`src/rtl/core/wsp_pkg.sv`:
```
// ----------------------------------------------------------------------------
// wsp_pkg
// Shared types, constants and helpers of the world-to-screen projection unit.
// ----------------------------------------------------------------------------
package wsp_pkg;

    localparam int COORD_W  = 32;
    localparam int PAIR_W   = 64;
    localparam int N_PAIRS  = 8;
    localparam int FRAC_W   = 16;
    localparam int NUM_W    = COORD_W + FRAC_W;   // magnitude of clip * 65536
    localparam int DEN_W    = COORD_W;            // magnitude of w
    localparam int DIV_STEPS = NUM_W;             // one quotient bit per stage
    localparam int N_LANES  = 3;                  // x, y, z numerators
    localparam int CFG_IDX_W = 4;

    localparam logic signed [63:0] SAT_MAX = 64'sd2147483647;
    localparam logic signed [63:0] SAT_MIN = -64'sd2147483648;

    localparam logic signed [63:0] HALF_W    = 64'sd400;
    localparam logic signed [63:0] NEG_HALF_H = -64'sd300;
    localparam logic signed [63:0] SX_OFFSET = 64'sd26214400;  // 400.0 in Q16.16
    localparam logic signed [63:0] SY_OFFSET = 64'sd19660800;  // 300.0 in Q16.16

    // identity matrix, column major, two entries per word
    localparam logic [N_PAIRS-1:0][PAIR_W-1:0] M_RESET = {
        64'h0001_0000_0000_0000,
        64'h0000_0000_0000_0000,
        64'h0000_0000_0001_0000,
        64'h0000_0000_0000_0000,
        64'h0000_0000_0000_0000,
        64'h0001_0000_0000_0000,
        64'h0000_0000_0000_0000,
        64'h0000_0000_0001_0000
    };

    typedef struct packed {
        logic                vis;
        logic                dz;
        logic                w_neg;
        logic [N_LANES-1:0]  n_neg;
        logic [N_LANES-1:0]  n_zero;
        logic [COORD_W-1:0]  cw;
    } wsp_side_t;

    function automatic logic [COORD_W-1:0] sat32(input logic signed [63:0] v);
        logic [COORD_W-1:0] r;
        if (v > SAT_MAX)
        begin
            r = SAT_MAX[COORD_W-1:0];
        end
        else if (v < SAT_MIN)
        begin
            r = SAT_MIN[COORD_W-1:0];
        end
        else
        begin
            r = v[COORD_W-1:0];
        end
        return r;
    endfunction

endpackage

```
`src/rtl/core/wsp_viewport.sv`:
```
// ----------------------------------------------------------------------------
// wsp_viewport
// Quotient signs and zero-w saturation, viewport scale, offset and clamp.
// ----------------------------------------------------------------------------
module wsp_viewport
    import wsp_pkg::*;
(
    input  logic                               clk,
    input  logic                               rst_n,
    input  logic                               in_valid,
    input  logic [N_LANES-1:0][NUM_W-1:0]      quot,
    input  wsp_side_t                          side,
    output logic                               done,
    output logic                               visible,
    output logic                               div_by_zero,
    output logic signed [COORD_W-1:0]          screen_x,
    output logic signed [COORD_W-1:0]          screen_y,
    output logic signed [COORD_W-1:0]          depth,
    output logic signed [COORD_W-1:0]          clip_w
);

    logic                        v1_reg;
    logic                        v2_reg;
    logic                        done_reg;
    logic signed [NUM_W:0]       q_reg [N_LANES];
    logic signed [NUM_W:0]       q_next [N_LANES];
    wsp_side_t                   side1_reg;
    wsp_side_t                   side2_reg;
    logic signed [63:0]          px_reg;
    logic signed [63:0]          py_reg;
    logic signed [63:0]          qz_reg;
    logic                        vis_reg;
    logic                        dz_reg;
    logic [COORD_W-1:0]          sx_reg;
    logic [COORD_W-1:0]          sy_reg;
    logic [COORD_W-1:0]          dp_reg;
    logic [COORD_W-1:0]          cw_reg;

    always_comb
    begin
        for (int l = 0; l < N_LANES; l++)
        begin
            if (side.dz)
            begin
                if (side.n_zero[l])
                begin
                    q_next[l] = '0;
                end
                else if (side.n_neg[l])
                begin
                    q_next[l] = (NUM_W+1)'(SAT_MIN);
                end
                else
                begin
                    q_next[l] = (NUM_W+1)'(SAT_MAX);
                end
            end
            else if (side.n_neg[l] ^ side.w_neg)
            begin
                q_next[l] = -$signed({1'b0, quot[l]});
            end
            else
            begin
                q_next[l] = $signed({1'b0, quot[l]});
            end
        end
    end

    always_ff @(posedge clk or negedge rst_n)
    begin
        if (!rst_n)
        begin
            v1_reg   <= 1'b0;
            v2_reg   <= 1'b0;
            done_reg <= 1'b0;
        end
        else
        begin
            v1_reg   <= in_valid;
            v2_reg   <= v1_reg;
            done_reg <= v2_reg;
        end
    end

    always_ff @(posedge clk)
    begin
        q_reg     <= q_next;
        side1_reg <= side;
        px_reg    <= 64'(q_reg[0]) * HALF_W;
        py_reg    <= 64'(q_reg[1]) * NEG_HALF_H;
        qz_reg    <= 64'(q_reg[2]);
        side2_reg <= side1_reg;
        vis_reg   <= side2_reg.vis;
        dz_reg    <= side2_reg.dz;
        cw_reg    <= side2_reg.cw;
        // hidden points report zero screen fields
        sx_reg    <= side2_reg.vis ? sat32(px_reg + SX_OFFSET) : '0;
        sy_reg    <= side2_reg.vis ? sat32(py_reg + SY_OFFSET) : '0;
        dp_reg    <= side2_reg.vis ? sat32(qz_reg) : '0;
    end

    assign done        = done_reg;
    assign visible     = vis_reg;
    assign div_by_zero = dz_reg;
    assign screen_x    = sx_reg;
    assign screen_y    = sy_reg;
    assign depth       = dp_reg;
    assign clip_w      = cw_reg;

endmodule

```
`config.mk`:
```
export PLATFORM = sky130hd
export DESIGN_NAME = wsp_viewport
export DESIGN_NICKNAME = d
export VERILOG_FILES = /design/src/rtl/core/wsp_pkg.sv /design/src/rtl/core/wsp_viewport.sv
export SDC_FILE = /design/constraint.sdc
export NUM_CORES = 1
export LEC_CHECK = 0
export BUFFER_PORTS_ARGS = -buffer_cell sky130_fd_sc_hd__buf_2
export CAP_MARGIN = 5
export CORE_UTILIZATION = 40
export CTS_BUF_LIST = sky130_fd_sc_hd__clkbuf_8
export CTS_CLUSTER_DIAMETER = 200
export DETAILED_ROUTE_END_ITERATION = 10
export PLACE_DENSITY = 0.54
export SYNTH_ARGS = -nofsm -noshare
export SYNTH_HDL_FRONTEND = slang
export SYNTH_SLANG_ARGS = --single-unit
```
`constraint.sdc`:
```
create_clock -name clk -period 14.2 [get_ports clk]
set_clock_uncertainty 0.05 [all_clocks]
set_input_delay 2.84 -clock clk [delete_from_list [all_inputs] [get_ports clk]]
set_output_delay 2.84 -clock clk [all_outputs]
set_load 0.05 [all_outputs]
```
==> flow_summary_export.csv <==
group,metric,value,unit
drt,vias,22807,
yosys,ys_warn_count,0,
grt,met3_usage,3.051,%
timing,grt_setup_unrepaired,"false",
timing,final_max_slew_viol_count,0,
die,die_h,281.3,µm
setup_path,regToRegStartpoint,"q_reg[58]",
setup_path,critPathMaxFanout,5,
layout,syn2layout_area_growth,14.31,%
clock_network,cts_sinks,505,
placed_design,post-dp-hpwl,57000,µm
yosys,ys_seq_elements,505,
clock_network,holdBufCountCts,0,
yosys,synth_top_cell_by_area,"dfxtp_1",
status,status,"finished, violations left",
clock_network,cts_resized,0,
job,maxCapViolCount,0,
yosys,synth_edf_count,0,
layout,n_fill_cell,7644,
timing,tightest_slew,1122,ps
power,p_per_area,233.9,nW/µm²
drt,avgViaCountPerCell,4.752,
setup_path,r2r_cells,19,
yosys,syn_avg_cell_area,9.260,µm²
setup_path,cp-end-kind,"flip-flop",
clock_network,clk_transition_reported_paths,70,ps
clock_network,cts_buffers,86,
timing,finalSetupViolations,0,
power,ir_drop,0.0001137,V
yosys,yosysTopAreaCellShare,32.20,%
timing,fmax,167.6,MHz
clock_network,clock_path_buffers,3,
yosys,synthFlopType,"dfxtp_1",
grt,grt_pass1_vias,22774,
yosys,syn_inst,3370,
timing,max_slew_margin,25.16,%
grt,track_usage,17.85,%
grt,grt_max_degree,89,
placed_design,portBuffers,318,
setup_path,crit_path_start_kind,"flip-flop",
timing,finalCritPeriodShare,42.03,%
clock_network,tritoncts,"done",
yosys,synthTopCellsByArea,"dfxtp_1 32%, ha_1 14%, fa_1 12%",
timing,period_minus_slack,5968,ps
layout,largest_reg_flops,147,
yosys,synth_cell_types,81,
layout,finalNetCount,4426,
timing,holdWs,252.3,ps
timing,setup_tns,0,ps
setup_path,worstPathArrival,6460,ps
hold_path,hp-class,"flip-flop to flip-flop",
die,die-area,79140,µm²
die,die_w,281.3,µm
yosys,ys_seq_area_share,32.44,%
status,violations,"design-rule violations",
yosys,synthArstFlopShare,0.5941,%
yosys,synth_area,31210,µm²
clock_network,clkLatencyLatePin,670,ps
layout,regArea,10120,µm²
timing,hold_violations,0,
layout,multi_input_area,18550,µm²
grt,grt_util_met2,30.15,%
setup_path,cp-startpoint,"q_reg[58]",
clock_network,root_buffer,"clkbuf_8",
setup_path,r2r_setup_slack,8230,ps
drt,drt-initial-drc-count,940,
setup_path,r2r-end,"py_reg[57]",
die,core,77340,µm²
grt,grt_antenna_before_repair,14,
clock_network,htreeDepth,3,
die,io_pins,319,
setup_path,crit_type,"flip-flop to flip-flop",
die,core.rowCount,102,
grt,grtUsageMet1,23.31,%
setup_path,critPathCapture,"py_reg[57]",
die,start_util,40.35,%
drt,wl,70410,µm
drt,drc,2,
layout,drive_gt1_share,13.46,%
clock_network,cts_setup_buffers,0,
yosys,synth_fp_nets,4108,
setup_path,cp.required,14690,ps
grt,grt_first_pass_wirelength,114900,µm
drt,drt_pre_antenna_iters,9,
grt,grt_busiest_layer,"met2",
grt,overflow,0,
placed_design,place.gp.congestion,0.8716,
drt,wl_per_cell,14.67,µm
power,leakagePower,0.01766,µW
drt,ant_nets,0,
[how the worst min path moves through the flow]
stage                              from            end  slack, ps  depth (start not counted)
after floorplan            side2_reg[0]      clip_w[0]        260                          0
after global placement    side1_reg[24]  side2_reg[24]        260                          0
after detailed placement  side2_reg[31]     clip_w[31]        260                          0
after CTS                     q_reg[27]     qz_reg[27]        250                          0
after global routing          q_reg[12]     qz_reg[12]        280                          0
final                         q_reg[27]     qz_reg[27]        250                          0
[cell families (layout without fill, tap and decap cells)]
family,Yosys count,after routing,synth area share (%)
AOI/OAI and AO/OA,725,725,14.36
xor gates and xnor gates,272,272,7.634
adders and majority gates,550,550,26.65
buffers and inverters,683,1066,8.291
DFF,505,505,32.44
muxes,10,10,0.3368
other,0,6,0
and+or+nand+nor,625,625,10.29
[synth_stat cells, drive strengths merged, types with 13 or more instances]
master	number
nand3	64
nand2b	28
fa	191
nor4	38
nor3	48
nand2	153
a21oi	173
xor2	128
a21o	78
ha	359
clkbuf	84
nand4	41
or4	13
xnor2	144
nor2	132
or3	18
a31oi	19
and3	17
o21ai	250
o21a	61
dfxtp	502
inv	587
o31ai	28
o21bai	20
[cells in the final DEF (no fill, tap or decap), types with 47 or more instances in the layout]
| master | n |
|---|---|
| dfxtp_1 | 502 |
| a21oi_1 | 171 |
| ha_1 | 359 |
| nand3_1 | 64 |
| o21a_1 | 61 |
| inv_1 | 608 |
| o21ai_0 | 243 |
| buf_2 | 317 |
| xnor2_1 | 142 |
| a21o_1 | 78 |
| xor2_1 | 126 |
| nor3_1 | 47 |
| fa_1 | 191 |
| nor2_1 | 131 |
| nand2_1 | 152 |
| clkbuf_8 | 107 |
[report_power, final]
part           switching [µW]  internal [µW]  total (µW)
Clock                     604            745        1350
Sequential                231           1800        2030
Combinational            2960           2000        4970
[worst max-delay path: stages (launching register included)]
cell,delay [ps]
dfxtp_1,420
inv_1,70
ha_1,330
inv_1,80
fa_1,510
fa_1,550
inv_1,50
fa_1,530
inv_1,40
ha_1,340
nand4_1,170
a211oi_1,220
a221oi_1,120
a2111oi_0,910
nor4_1,150
o31ai_1,500
o211ai_1,240
a211oi_1,300
nor3_1,90
nand3b_1,160
[layer usage]
layer	share of wire (%)	routed length, µm	vias to the layer above
li1	-	-	11831
met1	46	32540	10465
met2	47	33170	395
met3	4.6	3220	116
met4	2.1	1483	0
met5	0	0	-
[cell type report]
class	count	share of cell area, %
clock buffers	107	4.128
inverters	587	6.177
repair buffers	326	4.637
clock inverters	46	0.9751
flip-flops and latches	505	28.38
multi-input cells	2182	52.01
well taps	1040	3.648
diodes	6	0.04209
[per-stage QoR]
step | setup slack (ps) | util (%) | area, µm² | power [µW] | cells
final | 8232 | 46.13 | 35670 | 8344 | 4799
after global routing | 7813 | 46.12 | 35670 | 9228 | 4796
after CTS | 8149 | 46.11 | 35660 | 8453 | 4793
after detailed placement | 8116 | 43.75 | 33840 | 7037 | 4640
after global placement | 8176 | 43.75 | 33840 | 7044 | 4640
after floorplan | 8754 | - | 31210 | 5923 | 3370
Power figures use the tool's default switching activity.
